File: src/design/ibmcvt_pkg.sv
`default_nettype none
// ----------------------------------------------------------------------------
// IBM / IEEE float converter package
// Shared types, codes and helper functions for the word converter.
// ----------------------------------------------------------------------------
package ibmcvt_pkg;

    typedef logic [1:0] t_status;

    localparam t_status ST_NORMAL    = 2'd0;
    localparam t_status ST_NOT_IBM   = 2'd1;
    localparam t_status ST_SATURATED = 2'd2;
    localparam t_status ST_FLUSHED   = 2'd3;

    typedef logic t_cfg_idx;

    localparam t_cfg_idx CFG_DIRECTION = 1'b0;
    localparam t_cfg_idx CFG_SWAP      = 1'b1;

    localparam logic DIR_IEEE_TO_IBM = 1'b0;
    localparam logic DIR_IBM_TO_IEEE = 1'b1;

    localparam logic [31:0] SIGN_MASK      = 32'h8000_0000;
    localparam logic [30:0] IEEE_MAX_MAG   = 31'h7f7f_ffff;
    localparam logic [9:0]  IEEE_EXP_BIAS  = 10'd130;
    localparam logic signed [9:0] IEEE_EXP_MAX = 10'sd254;

    // Reverses the four bytes of a word.
    function automatic logic [31:0] byte_rev(input logic [31:0] w);
        byte_rev = {w[7:0], w[15:8], w[23:16], w[31:24]};
    endfunction

    // Number of leading zeros of a 24-bit mantissa (nonzero input expected).
    function automatic logic [4:0] lead_zeros(input logic [23:0] m);
        logic [4:0] n;
        n = 5'd0;
        for (int i = 0; i < 24; i++) begin
            if (m[i]) begin
                n = 5'(23 - i);
            end
        end
        lead_zeros = n;
    endfunction

endpackage

`default_nettype wire

File: src/design/ibm_ieee_float_convert.sv
`default_nettype none
// ----------------------------------------------------------------------------
// IBM hexadecimal float / IEEE single converter
// Three-stage pipeline converting one 32-bit word per transaction.
// ----------------------------------------------------------------------------
// The block takes one 32-bit word per cycle while its output is not stalled
// and returns the converted word through a three-stage register pipeline
// whose stages all advance together whenever the output register is empty
// or its word is being taken. It therefore sustains one word per clock
// cycle, and a stall on the output side holds every stage without losing or
// repeating a word. The direction register chooses IEEE single to IBM float
// (0) or IBM float to IEEE single (1); the swap register byte-reverses the
// word on the IBM side, that is the result for IEEE to IBM and the source for
// IBM to IEEE. Configuration must only be written while the pipeline is
// empty. The status on m_axis_tuser reports normal results, IBM words with a
// zero mantissa (passed on unchanged), values saturated to the largest finite
// IEEE value and values flushed to zero; IEEE to IBM always reports normal.
module ibm_ieee_float_convert
    import ibmcvt_pkg::*;
(
    input  wire logic        i_clk,
    input  wire logic        i_rst_n,

    // Configuration write port.
    input  wire logic        i_cfg_we,
    input  wire t_cfg_idx    i_cfg_idx,
    input  wire logic        i_cfg_wdata,

    // Input stream.
    input  wire logic        s_axis_tvalid,
    output      logic        s_axis_tready,
    input  wire logic [31:0] s_axis_tdata,   // [31:0] in_word
    input  wire logic        s_axis_tlast,   // is_last

    // Output stream.
    output      logic        m_axis_tvalid,
    input  wire logic        m_axis_tready,
    output      logic [31:0] m_axis_tdata,   // [31:0] out_word
    output      t_status     m_axis_tuser,   // [1:0] status
    output      logic        m_axis_tlast    // last_out
);

    // ------------------------------------------------------------------
    // Configuration registers.
    // ------------------------------------------------------------------
    logic r_dir;
    logic r_swap;

    always_ff @(posedge i_clk) begin
        if (!i_rst_n) begin
            r_dir  <= DIR_IEEE_TO_IBM;
            r_swap <= 1'b0;
        end else if (i_cfg_we) begin
            unique case (i_cfg_idx)
                CFG_DIRECTION: r_dir  <= i_cfg_wdata;
                CFG_SWAP:      r_swap <= i_cfg_wdata;
                default:       r_dir  <= r_dir;
            endcase
        end
    end

    // ------------------------------------------------------------------
    // Pipeline control. All stages move together; the pipeline advances
    // whenever the output register is free or being emptied.
    // ------------------------------------------------------------------
    logic w_adv;
    logic r_s1_valid, r_s2_valid, r_s3_valid;

    assign w_adv         = !r_s3_valid || m_axis_tready;
    assign s_axis_tready = w_adv;

    always_ff @(posedge i_clk) begin
        if (!i_rst_n) begin
            r_s1_valid <= 1'b0;
            r_s2_valid <= 1'b0;
            r_s3_valid <= 1'b0;
        end else if (w_adv) begin
            r_s1_valid <= s_axis_tvalid;
            r_s2_valid <= r_s1_valid;
            r_s3_valid <= r_s2_valid;
        end
    end

    // ------------------------------------------------------------------
    // Stage 1: bring an IBM source word into host byte order, classify it
    // and count the leading zeros of its mantissa.
    // ------------------------------------------------------------------
    logic [31:0] n_s1_word;
    logic [4:0]  n_s1_lz;

    logic [31:0] r_s1_word;
    logic [4:0]  r_s1_lz;
    logic        r_s1_zero;
    logic        r_s1_mzero;
    logic        r_s1_last;

    always_comb begin
        n_s1_word = (r_dir == DIR_IBM_TO_IEEE && r_swap) ? byte_rev(s_axis_tdata)
                                                         : s_axis_tdata;
        n_s1_lz   = lead_zeros(n_s1_word[23:0]);
    end

    always_ff @(posedge i_clk) begin
        if (w_adv) begin
            r_s1_word  <= n_s1_word;
            r_s1_lz    <= n_s1_lz;
            r_s1_zero  <= (n_s1_word == 32'd0);
            r_s1_mzero <= (n_s1_word[23:0] == 24'd0);
            r_s1_last  <= s_axis_tlast;
        end
    end

    // ------------------------------------------------------------------
    // Stage 2: the shifts and exponent arithmetic of both directions.
    // IEEE to IBM: the mantissa with its hidden bit is shifted right by k
    // so that the binary exponent becomes a multiple of four; the hex
    // exponent then falls out of (e + k + 130) / 4, taken modulo 128.
    // IBM to IEEE: the mantissa is normalised by its leading zero count and
    // the binary exponent is 4 * hex exponent - 130 - leading zeros.
    // ------------------------------------------------------------------
    logic [7:0]         n_s2_e;
    logic [1:0]         n_s2_k;
    logic [23:0]        n_s2_ibm_mant;
    logic [9:0]         n_s2_u;
    logic [31:0]        n_s2_ibm;
    logic [23:0]        n_s2_norm;
    logic signed [9:0]  n_s2_t;

    logic [31:0]        r_s2_ibm;
    logic [22:0]        r_s2_norm;
    logic signed [9:0]  r_s2_t;
    logic [31:0]        r_s2_word;
    logic               r_s2_zero;
    logic               r_s2_mzero;
    logic               r_s2_last;

    always_comb begin
        n_s2_e        = r_s1_word[30:23];
        n_s2_k        = 2'd2 - n_s2_e[1:0];
        n_s2_ibm_mant = {1'b1, r_s1_word[22:0]} >> n_s2_k;
        n_s2_u        = {2'b00, n_s2_e} + {8'd0, n_s2_k} + IEEE_EXP_BIAS;
        n_s2_ibm      = r_s1_zero ? 32'd0
                                  : {r_s1_word[31], n_s2_u[8:2], n_s2_ibm_mant};

        n_s2_norm     = r_s1_word[23:0] << r_s1_lz;
        n_s2_t        = $signed({1'b0, r_s1_word[30:24], 2'b00})
                      - $signed(IEEE_EXP_BIAS)
                      - $signed({5'd0, r_s1_lz});
    end

    always_ff @(posedge i_clk) begin
        if (w_adv) begin
            r_s2_ibm   <= n_s2_ibm;
            r_s2_norm  <= n_s2_norm[22:0];
            r_s2_t     <= n_s2_t;
            r_s2_word  <= r_s1_word;
            r_s2_zero  <= r_s1_zero;
            r_s2_mzero <= r_s1_mzero;
            r_s2_last  <= r_s1_last;
        end
    end

    // ------------------------------------------------------------------
    // Stage 3: range checks for IBM to IEEE, byte order of an IBM result,
    // and the output register.
    // ------------------------------------------------------------------
    logic [31:0] n_s3_word;
    t_status     n_s3_status;

    logic [31:0] r_s3_word;
    t_status     r_s3_status;
    logic        r_s3_last;

    always_comb begin
        n_s3_word   = 32'd0;
        n_s3_status = ST_NORMAL;
        if (r_dir == DIR_IEEE_TO_IBM) begin
            n_s3_word = r_swap ? byte_rev(r_s2_ibm) : r_s2_ibm;
        end else if (r_s2_zero) begin
            n_s3_word = 32'd0;
        end else if (r_s2_mzero) begin
            // A nonzero word without mantissa bits is not a valid IBM number.
            n_s3_word   = r_s2_word;
            n_s3_status = ST_NOT_IBM;
        end else if (r_s2_t > IEEE_EXP_MAX) begin
            n_s3_word   = (r_s2_word & SIGN_MASK) | {1'b0, IEEE_MAX_MAG};
            n_s3_status = ST_SATURATED;
        end else if (r_s2_t <= 10'sd0) begin
            n_s3_word   = 32'd0;
            n_s3_status = ST_FLUSHED;
        end else begin
            n_s3_word = {r_s2_word[31], r_s2_t[7:0], r_s2_norm};
        end
    end

    always_ff @(posedge i_clk) begin
        if (w_adv) begin
            r_s3_word   <= n_s3_word;
            r_s3_status <= n_s3_status;
            r_s3_last   <= r_s2_last;
        end
    end

    assign m_axis_tvalid = r_s3_valid;
    assign m_axis_tdata  = r_s3_word;
    assign m_axis_tuser  = r_s3_status;
    assign m_axis_tlast  = r_s3_last;

endmodule

`default_nettype wire

File: config.mk
export PLATFORM = sky130hd
export DESIGN_NAME = ibm_ieee_float_convert
export DESIGN_NICKNAME = d
export VERILOG_FILES = /design/src/design/ibmcvt_pkg.sv /design/src/design/ibm_ieee_float_convert.sv
export SDC_FILE = /design/constraint.sdc
export NUM_CORES = 1
export LEC_CHECK = 0
export ABC_AREA = 1
export BUFFER_PORTS_ARGS = -buffer_cell sky130_fd_sc_hd__buf_2
export CELL_PAD_IN_SITES_DETAIL_PLACEMENT = 1
export CELL_PAD_IN_SITES_GLOBAL_PLACEMENT = 1
export CORE_MARGIN = 2
export CORE_UTILIZATION = 47
export DETAILED_ROUTE_END_ITERATION = 8
export GPL_TIMING_DRIVEN = 1
export PLACE_DENSITY = 0.78
export SYNTH_ARGS = -nofsm -noshare
export SYNTH_HDL_FRONTEND = slang
export SYNTH_SLANG_ARGS = --single-unit
File: constraint.sdc
create_clock -name i_clk -period 6.3 [get_ports i_clk]
set_clock_uncertainty 0.1 [all_clocks]
set_input_delay 0.945 -clock i_clk [delete_from_list [all_inputs] [get_ports i_clk]]
set_output_delay 0.945 -clock i_clk [all_outputs]
set_load 0.05 [all_outputs]
==> results of run 1 <==
flip-flops by register name, indices dropped and copies added (netlist names):
signal         flops
m_axis_tdata      32
r_s1_word         32
r_s2_ibm          32
r_s2_word         32
r_s2_norm         23
r_s2_t            10
r_s1_lz            5
m_axis_tuser       2
m_axis_tlast       1
m_axis_tvalid      1
r_dir              1
r_s1_last          1
r_s1_mzero         1
r_s1_valid         1
r_s1_zero          1
r_s2_last          1
r_s2_mzero         1
r_s2_valid         1
r_s2_zero          1
r_swap             1
final cells by class:
class	instances	area (um2)	area share [%]
clock buffer	19	433	4.11
clock inverter	13	155	1.47
inverter	141	534	5.07
multi-input combinational	641	3290	31.2
sequential	180	5360	50.9
tap	265	332	3.15
timing repair buffer	83	433	4.11
cells in the mapped netlist (all sizes together) (3+ instances only):
cell and n:
o21ai 144, o21a 3, mux2i 5, a21oi 20, nand4 3, nor3 4
inv 140, nor4 5, nand2 284, xor2 4, a32o 24, edfxtp 175
clkbuf 43, o211ai 3, dfxtp 5, buf 9, nor2 65, o221ai 7
ha 14, nand3 11, o22ai 29
routing by layer:
metal  vias up  routed length (um)
li1       3547                   -
met1      3577               11400
met2       214               11400
met3        28                1370
met4         0                 297
met5         -                   0
stage by stage:
stage | hold slack, ns | util (%) | cells | setup slack, ns
final | 0.321 | 53.9 | 1342 | 3.12
after global routing | 0.331 | 53.9 | 1342 | 2.83
after CTS | 0.323 | 53.9 | 1342 | 3.09
after detailed placement | 0.306 | 50.9 | 1310 | 3.01
after global placement | 0.304 | 50.9 | 1310 | 3.09
after floorplan | 0.300 | - | 1014 | 0.561
worst max-delay path, cell delays in order (launching register included):
cell	delay, ns
edfxtp_1	0.77
inv_1	0.53
ha_1	0.44
nand2_1	0.06
nor2_1	0.04
a211oi_1	0.36
o21bai_1	0.12
a21oi_1	0.23
nand3_1	0.13
xnor2_1	0.15
kinds of logic (layout without fill, tap and decap cells):
logic type | count (synthesis) | in the layout
fa+ha+maj | 16 | 16
xor+xnor | 6 | 6
buf+inv | 193 | 256
simple gates | 374 | 374
flops | 180 | 180
compound gates | 239 | 239
mux | 6 | 6
worst max-delay path by stage:
stage | start | end | cells past startpoint
2_1_floorplan | m_axis_tready | s_axis_tready | 2
3_3_place_gp | m_axis_tready | r_s2_ibm[19] | 4
3_5_place_dp | m_axis_tready | r_s2_ibm[19] | 4
4_1_cts | r_s1_lz[1] | r_s2_t[8] | 9
5_1_grt | r_s1_lz[1] | r_s2_t[8] | 9
6_report | r_s1_lz[1] | r_s2_t[8] | 9
power groups by stage:
| stage | combinational, mW | sequential [mW] | clock, mW |
|---|---|---|---|
| after global routing | 0.905 | 1.66 | 1.13 |
| after global placement | 0.794 | 1.65 | 0 |
| after detailed placement | 0.815 | 1.66 | 0 |
| after floorplan | 0.403 | 1.83 | 0 |
| after CTS | 0.824 | 1.64 | 1.09 |
| final | 0.826 | 1.64 | 1.07 |
cell usage in the layout (no fill, tap or decap), drive strengths merged, types with 3 or more instances in the layout:
cell type / instances
a21oi: 20
a32o: 24
buf: 83
bufinv: 3
clkbuf: 19
clkinv: 9
dfxtp: 5
edfxtp: 175
ha: 14
inv: 142
mux2i: 5
nand2: 284
nand3: 11
nand4: 3
nor2: 65
nor3: 4
nor4: 5
o211ai: 3
o21a: 3
o21ai: 144
o221ai: 7
o22ai: 29
xor2: 4
==> metrics.cfg, run 1 <==
[layout]
area_growth_pct = 12.1
fill_cells = 2313
fin_nets = 1120
diodes = 0
stdcell_area_mm2 = 0.0105
drive_gt1_share_pct = 13.3

[sta]
hold_viol_final = 0
setup_viol = 0
tightest_slew_ns = 1.16
rsz0062_at_grt = no
timing.fmax_mhz = 315
drv_slew = 0
maxSlewHeadroom_pct = 22.4
period_share_pct = 50.5
setup_tns_ns = 0
min_period_ns = 3.18

[power_and_ir_drop]
seqPwrFrac_pct = 46.3
p_switching_mw = 1.15
clkPwrFrac_pct = 30.4
ir_drop_mv = 0.162
power_frac_comb_pct = 23.3
leakage_nw = 4.67
power_mw = 3.54
internal_power_mw = 2.39
power_per_cell_area_mw_per_mm2 = 336
swShare_pct = 32.4

[logic_synthesis]
synth-simple-area-share_pct = 16.0
synth_area_mm2 = 0.00940
synth-compound-area-share_pct = 15.4
ys_seq_area_share_pct = 57.0
yosys.area.top_type = edfxtp_1
avgSynthCellArea_um2 = 9.27
synth_top_family_by_area = simple AND/OR/NAND/NOR gates
synth_fa_ha_area_share_pct = 2.29
synth_area_leaders = edfxtp_1, nand2_1, o21ai_0
synth_edf_count = 175
synth_warnings = 0
syn_nets = 1070
synth_mux_area_share_pct = 0.652
synth_top_area_share_pct = 55.9
ys_types = 44
syn_inst = 1014
async_flop_share_pct = 0
synth_xor_area_share_pct = 0.559
synth_flop_cell = edfxtp_1
ys_seq_elements = 180

[placed_design]
hpwl_um = 17400
portBuffers = 76
gp_congestion = 0.850
placed_area_mm2 = 0.00994

[clock_network]
htreeDepth = 4
cts_buffers = 17
post_cts_resize_count = 0
clock-sinks = 180
cts-root-buf = clkbuf_16
path_clk_slew_ns = 0.07
cts_hold_buf = 0
clockBufferDepth = 2
cts_tree = yes
worstSkewPairLatency_ns = 0.44
postCtsSetupBuffers = 0

[setup_path]
crit_required_ns = 6.40
startpoint_type = flip-flop
cp.arrival_ns = 3.28
worst-setup-path-type = reg2reg
r2r-end = r_s2_t[8]
r2r-start = r_s1_lz[1]
crit_fanout = 22
rrSetupSlack_ns = 3.12
r2r_cells = 9
critPathCaptureType = flip-flop

[min_path]
hold_class = reg2reg
min_from = r_s1_mzero
holdPathStages = 0
worstHoldEndpoint = r_s2_mzero

[floorplan]
chipHeight_um = 145
die_w_um = 145
die-area_mm2 = 0.0211
start_util_pct = 48.1
ioPinCount = 77
core_area_mm2 = 0.0195
rows = 51

[global_routing]
grt_pass1_wl_um = 39800
grt_overflow_total = 0
antenna_found_initial = 0
gr-usage-met1_pct = 34.8
grtUsageMet2_pct = 37.3
use_met3_pct = 4.17
grt_pass1_vias = 7312
grt_busiest_layer = met2
grt_max_degree = 92
grt_usage_pct = 23.9

[route]
drt.antenna.violating_nets = 0
firstDrtPassIters = 5
vias = 7366
wl_um = 24500
drt_iter0_markers = 684
vias_per_cell = 5.49
wl_per_cell_um = 18.3
drc_errors = 0

[run_status]
outcome = completed

[job]
cap_violations = 0

No activity file was read; power rests on OpenSTA's default activity.
==> inputs of run 2 (changes only) <==
--- a/config.mk
+++ b/config.mk
@@ -10,10 +10,10 @@
 export CELL_PAD_IN_SITES_DETAIL_PLACEMENT = 1
 export CELL_PAD_IN_SITES_GLOBAL_PLACEMENT = 1
 export CORE_MARGIN = 2
-export CORE_UTILIZATION = 47
+export CORE_UTILIZATION = 42
 export DETAILED_ROUTE_END_ITERATION = 8
 export GPL_TIMING_DRIVEN = 1
-export PLACE_DENSITY = 0.78
+export PLACE_DENSITY = 0.73
 export SYNTH_ARGS = -nofsm -noshare
 export SYNTH_HDL_FRONTEND = slang
 export SYNTH_SLANG_ARGS = --single-unit
==> constraint.sdc (replaced) <==
create_clock -name i_clk -period 2.9 [get_ports i_clk]
set_clock_uncertainty 0.1 [all_clocks]
set_input_delay 0.435 -clock i_clk [delete_from_list [all_inputs] [get_ports i_clk]]
set_output_delay 0.435 -clock i_clk [all_outputs]
set_load 0.05 [all_outputs]
==> run 2 against run 1 <==
Utilization shrank 5.0 points. Clock power grew 110%. Non-clock buffer count grew 16. Hold slack lost 0.25 ns. Maximum frequency grew 21%. Setup slack lost 2.8 ns. Sequential cell count is the same. Sequential share of layout area shrank 0.79 points. Critical path type unchanged.
==> metrics.cfg, run 2 (synthesis gave the netlist of run 1 again) <==
[run_status]
outcome = completed

[floorplan]
ioPinCount = 77  ; unchanged
rows = 54  ; +5.9%
die_w_um = 154  ; +5.6%
start_util_pct = 42.9  ; -5.2 points
die-area_mm2 = 0.0236  ; +12%
chipHeight_um = 154  ; +5.6%
core_area_mm2 = 0.0219  ; +12%

[layout]
multi_input_area_mm2 = 0.00329  ; about the same
drive_gt1_share_pct = 14.9  ; +1.6 points
fill_cells = 2579  ; +12%
layout_common_cells = nand2_1, edfxtp_1, inv_1
area_growth_pct = 13.9
diodes = 0  ; unchanged
fin_nets = 1136  ; +1.4%
final_common_cell = nand2_1
ff_latch_area_mm2 = 0.00536  ; about the same

[sta]
period_share_pct = 90.5  ; +40 points
setup_tns_ns = 0  ; unchanged
rsz0062_at_grt = no
setup_viol = 0  ; unchanged
hold_viol_final = 0  ; unchanged
timing.fmax_mhz = 381  ; +21%
min_period_ns = 2.63  ; -0.554 ns
tightest_slew_ns = 0.788  ; -0.377 ns
drv_slew = 0  ; unchanged
setup_slack_ns = 0.274  ; -2.85 ns
maxSlewHeadroom_pct = 47.4  ; +25 points
hold_ws_ns = 0.0750  ; -0.246 ns

[clock_network]
worstSkewPairLatency_ns = 0.43  ; about the same
cts_hold_buf = 0  ; unchanged
cts_buffers = 17  ; unchanged
post_cts_resize_count = 0  ; unchanged
postCtsSetupBuffers = 0  ; unchanged
clock-sinks = 180  ; unchanged
cts_tree = yes
path_clk_slew_ns = 0.07  ; about the same
clockBufferDepth = 2  ; unchanged
htreeDepth = 4  ; unchanged
cts-root-buf = clkbuf_16

[setup_path]
critPathTopFamily = compound AO/OA/AOI/OAI gates
r2r-end = r_s2_t[8]
critPathCaptureType = flip-flop
cp.arrival_ns = 2.71  ; -0.57 ns
startpoint_type = flip-flop
crit_fanout = 4  ; -82%
r2r-start = r_s1_word[25]
crit_path_top_delay_cell = edfxtp_1
r2r_cells = 11  ; +2
path_cells = inv_1, ha_1, inv_1, ha_1, nand2_1, nor2_1, a211oi_1, o21bai_1, a21oi_1, nand3_1, xnor2_1
worst-path-buf-inv = 2  ; +1
slowest_delay_ns = 0.45  ; -0.32 ns
crit_required_ns = 2.98  ; -3.42 ns
rrSetupSlack_ns = 0.27  ; -2.85 ns
worst-setup-path-type = reg2reg

[global_routing]
grt_max_degree = 59  ; -36%
antenna_found_initial = 0  ; unchanged
grt_pass1_wl_um = 39800  ; about the same
grt_pass1_vias = 7320  ; +0.11%
grt_overflow_total = 0  ; unchanged
grt_usage_pct = 21.5  ; -2.4 points

[placed_design]
dp_slack_ns = 0.320  ; -2.69 ns
hpwl_um = 18600  ; +7.3%
gp_congestion = 0.882  ; +3.7%
portBuffers = 76  ; unchanged

[route]
wl_per_cell_um = 18.2  ; about the same
vias_per_cell = 5.33  ; -2.9%
wl_um = 25000  ; +2.2%
drt.antenna.violating_nets = 0  ; unchanged
drt_iter0_markers = 471  ; -31%
drc_errors = 0  ; unchanged
vias = 7321  ; -0.61%
firstDrtPassIters = 5  ; unchanged

[min_path]
holdPathStages = 1  ; +1
hold_class = in2reg
min_from = s_axis_tlast
worstHoldEndpoint = r_s1_last

[job]
cap_violations = 0  ; unchanged

[power_and_ir_drop]
power_mw = 7.69  ; +120%
leakage_nw = 4.76  ; +1.9%
power_per_cell_area_mw_per_mm2 = 718  ; +110%
ir_drop_mv = 0.317  ; +96%

[run 2: cell count changes in the layout (fill, tap and decap cells not counted), sizes merged]
cell | previous run | this run
buf | 83 | 99
clkinv | 9 | 6
clkinvlp | 0 | 2
inv | 142 | 144
bufinv | 3 | 2
[run 2: power breakdown]
part	switching, mW	internal, mW
Sequential	0.193	3.36
Combinational	1.32	0.512
Clock	1.02	1.29
[run 2: area by class of cell]
cell class / count / area share (%)
clock inverter: 13 / 1.37
inverter: 141 / 4.98
clock buffer: 19 / 4.04
timing repair buffer: 99 / 5.52
tap: 280 / 3.27
sequential: 180 / 50.1
multi-input combinational: 641 / 30.7
[run 2: metal layers]
layer / vias up / global-route usage, % / part of all wire [%]
li1: 3572 / - / -
met1: 3517 / 31.1 / 48
met2: 210 / 34.2 / 45
met3: 22 / 3.64 / 5.5
met4: 0 / 4.94 / 1.2
met5: - / 0 / 0
[run 2: worst max-delay path by stage]
| stage | from | endpoint | slack (ns) | cells after the start |
|---|---|---|---|---|
| finish | r_s1_word[25] | r_s2_t[8] | 0.27 | 11 |
| detailed placement | r_s1_word[25] | r_s2_t[8] | 0.32 | 11 |
| global route | r_s1_word[25] | r_s2_t[8] | 0.16 | 11 |
| global placement | r_s1_word[25] | r_s2_t[8] | 0.44 | 11 |
| floorplan | m_axis_tvalid | m_axis_tdata[0] | -1.08 | 3 |
| CTS | r_s1_word[25] | r_s2_t[8] | 0.28 | 11 |
[run 2: through the flow]
| step | std cells | instance area [um2] | util, % |
|---|---|---|---|
| 4_1_cts | 1373 | 10700 | 48.9 |
| 3_3_place_gp | 1341 | 10100 | 46.2 |
| 6_report | 1373 | 10700 | 48.9 |
| 2_1_floorplan | 1014 | 9410 | - |
| 3_5_place_dp | 1341 | 10100 | 46.2 |
| 5_1_grt | 1373 | 10700 | 48.9 |
==> inputs of run 3 (changes only) <==
==> constraint.sdc (replaced) <==
create_clock -name i_clk -period 2.9 [get_ports i_clk]
set_clock_uncertainty 0.1 [all_clocks]
set_input_delay 0.87 -clock i_clk [delete_from_list [all_inputs] [get_ports i_clk]]
set_output_delay 0.87 -clock i_clk [all_outputs]
set_load 0.05 [all_outputs]
==> run 3 against run 2 <==
Final cell count shrank 0.29%. Utilization down 0.29 points. Combinational power about the same. Clock power shrank 2%. Sequential cell count is the same. Wire length rose by 0.17%. Power decreased by 0.68%. Hold slack better by 0.25 ns. Critical path depth stayed put. Sequential share of layout area is 0.26 points higher. Maximum frequency up 1.3%. Setup slack better by 0.035 ns. Critical path type unchanged.
==> metrics.cfg, run 3 (synthesis gave the netlist of run 1 again) <==
[min_path]
worstHoldEndpoint = r_s2_mzero
holdPathStages = 0  ; -1
min_from = r_s1_mzero
hold_class = reg2reg

[route]
wl_met1_um = 12000  ; +0.48%
drc_errors = 0  ; unchanged
wl_per_cell_um = 18.3  ; +0.46%
highest_layer = met4
drt.antenna.violating_nets = 0  ; unchanged
vias_per_cell = 5.38  ; +0.89%
vias = 7365  ; +0.60%
firstDrtPassIters = 5  ; unchanged
wl_met2_um = 11400  ; -0.20%
wl_um = 25100  ; +0.17%
wl_met3_um = 1270  ; -7.9%
drt_iter0_markers = 540  ; +15%

[layout]
multi_input_area_mm2 = 0.00329  ; unchanged
fin_nets = 1132  ; -0.35%
ff_latch_area_mm2 = 0.00536  ; about the same
layout_common_cells = nand2_1, edfxtp_1, inv_1
diodes = 0  ; unchanged
area_growth_pct = 13.2
drive_gt1_share_pct = 14.5  ; -0.40 points
final_common_cell = nand2_1
fill_cells = 2574  ; -0.19%
stdcell_area_mm2 = 0.0106  ; -0.58%

[setup_path]
cp.arrival_ns = 2.68  ; -0.03 ns
r2r-end = r_s2_t[8]
rrSetupSlack_ns = 0.31  ; +0.03 ns
r2r_cells = 11  ; unchanged
worst-setup-path-type = reg2reg
crit_required_ns = 2.99  ; about the same
startpoint_type = flip-flop
r2r-start = r_s1_word[25]
critPathCaptureType = flip-flop
crit_fanout = 4  ; unchanged

[sta]
setup_viol = 0  ; unchanged
setup_tns_ns = 0  ; unchanged
rsz0062_at_grt = no
min_period_ns = 2.59  ; -0.0348 ns
timing.fmax_mhz = 386  ; +1.3%
tightest_slew_ns = 1.04  ; +0.257 ns
period_share_pct = 89.3  ; -1.2 points
drv_slew = 0  ; unchanged
hold_viol_final = 0  ; unchanged
hold_ws_ns = 0.322  ; +0.247 ns
maxSlewHeadroom_pct = 30.4  ; -17 points

[floorplan]
ioPinCount = 77  ; unchanged
die-area_mm2 = 0.0236  ; unchanged
die_w_um = 154  ; unchanged
rows = 54  ; unchanged
core_area_mm2 = 0.0219  ; unchanged
chipHeight_um = 154  ; unchanged
start_util_pct = 42.9  ; unchanged

[power_and_ir_drop]
power_mw = 7.63  ; -0.68%
power_per_cell_area_mw_per_mm2 = 717  ; -0.10%
leakage_nw = 4.72  ; -0.81%
ir_drop_mv = 0.275  ; -13%

[clock_network]
postCtsSetupBuffers = 0  ; unchanged
cts_buffers = 17  ; unchanged
post_cts_resize_count = 0  ; unchanged
clock-sinks = 180  ; unchanged
cts_hold_buf = 0  ; unchanged
htreeDepth = 4  ; unchanged
cts-root-buf = clkbuf_16
clockBufferDepth = 2  ; unchanged
worstSkewPairLatency_ns = 0.44  ; about the same
cts_tree = yes
path_clk_slew_ns = 0.07  ; about the same

[job]
cap_violations = 0  ; unchanged

[placed_design]
gp_congestion = 0.903  ; +2.4%
hpwl_um = 18000  ; -3.4%
portBuffers = 76  ; unchanged
placed_area_mm2 = 0.0101  ; -0.58%

[global_routing]
grt_pass1_vias = 7384  ; +0.87%
grt_usage_pct = 22.0  ; +0.47 points
antenna_found_initial = 0  ; unchanged
grt_max_degree = 178  ; +200%
grt_overflow_total = 0  ; unchanged
grt_pass1_wl_um = 40400  ; +1.6%

[run_status]
outcome = completed

run 3: cell types whose count changed in the layout (fill, tap and decap cells not counted), sizes merged:
cell	previous run	this run
inv	144	143
bufinv	2	0
clkinvlp	2	3
buf	99	95
clkinv	6	8
run 3: worst max path at each step:
stage	startpoint	to	slack, ns	cells after the start
after global placement	s_axis_tdata[26]	r_s1_lz[0]	0.27	23
after global routing	r_s1_word[25]	r_s2_t[8]	0.09	11
after CTS	r_s1_word[25]	r_s2_t[8]	0.26	11
final	r_s1_word[25]	r_s2_t[8]	0.31	11
after detailed placement	s_axis_tdata[26]	r_s1_lz[0]	0.22	23
after floorplan	m_axis_tready	m_axis_tdata[0]	-1.44	2
run 3: critical path, stage by stage (launching register included):
cell      delay [ns]
edfxtp_1        0.44
inv_1           0.07
ha_1            0.29
inv_1           0.05
ha_1            0.33
nand2_1         0.10
nor2_1          0.04
a211oi_1        0.36
o21bai_1        0.10
a21oi_1         0.20
nand3_1         0.11
xnor2_1         0.15
run 3: power by group:
group          internal, mW  switching [mW]  total [mW]  leakage, nW
sequential             3.36           0.193        3.55         1.91
clock                  1.18            1.08        2.26        0.277
combinational         0.505            1.32        1.82         2.53
total                  5.04            2.59        7.63         4.72
run 3: final cells by class:
type / instances / share of cell area, %
Inverter: 141 / 5.01
Tap cell: 280 / 3.29
Multi-Input combinational cell: 641 / 30.9
Sequential cell: 180 / 50.3
Clock inverter: 13 / 1.14
Clock buffer: 19 / 4.27
Timing Repair Buffer: 95 / 5.03
run 3: metrics by stage:
step / worst slack, ns / cells / utilization, %
after global routing: 0.0920 / 1369 / 48.6
after floorplan: -1.44 / 1014 / -
after global placement: 0.271 / 1337 / 46.0
after detailed placement: 0.216 / 1337 / 46.0
final: 0.309 / 1369 / 48.6
after CTS: 0.264 / 1369 / 48.6
run 3: routing by layer:
metal,vias up,track usage [%]
li1,3565,-
met1,3565,32.3
met2,205,34.1
met3,30,3.18
met4,0,6.33
met5,-,0
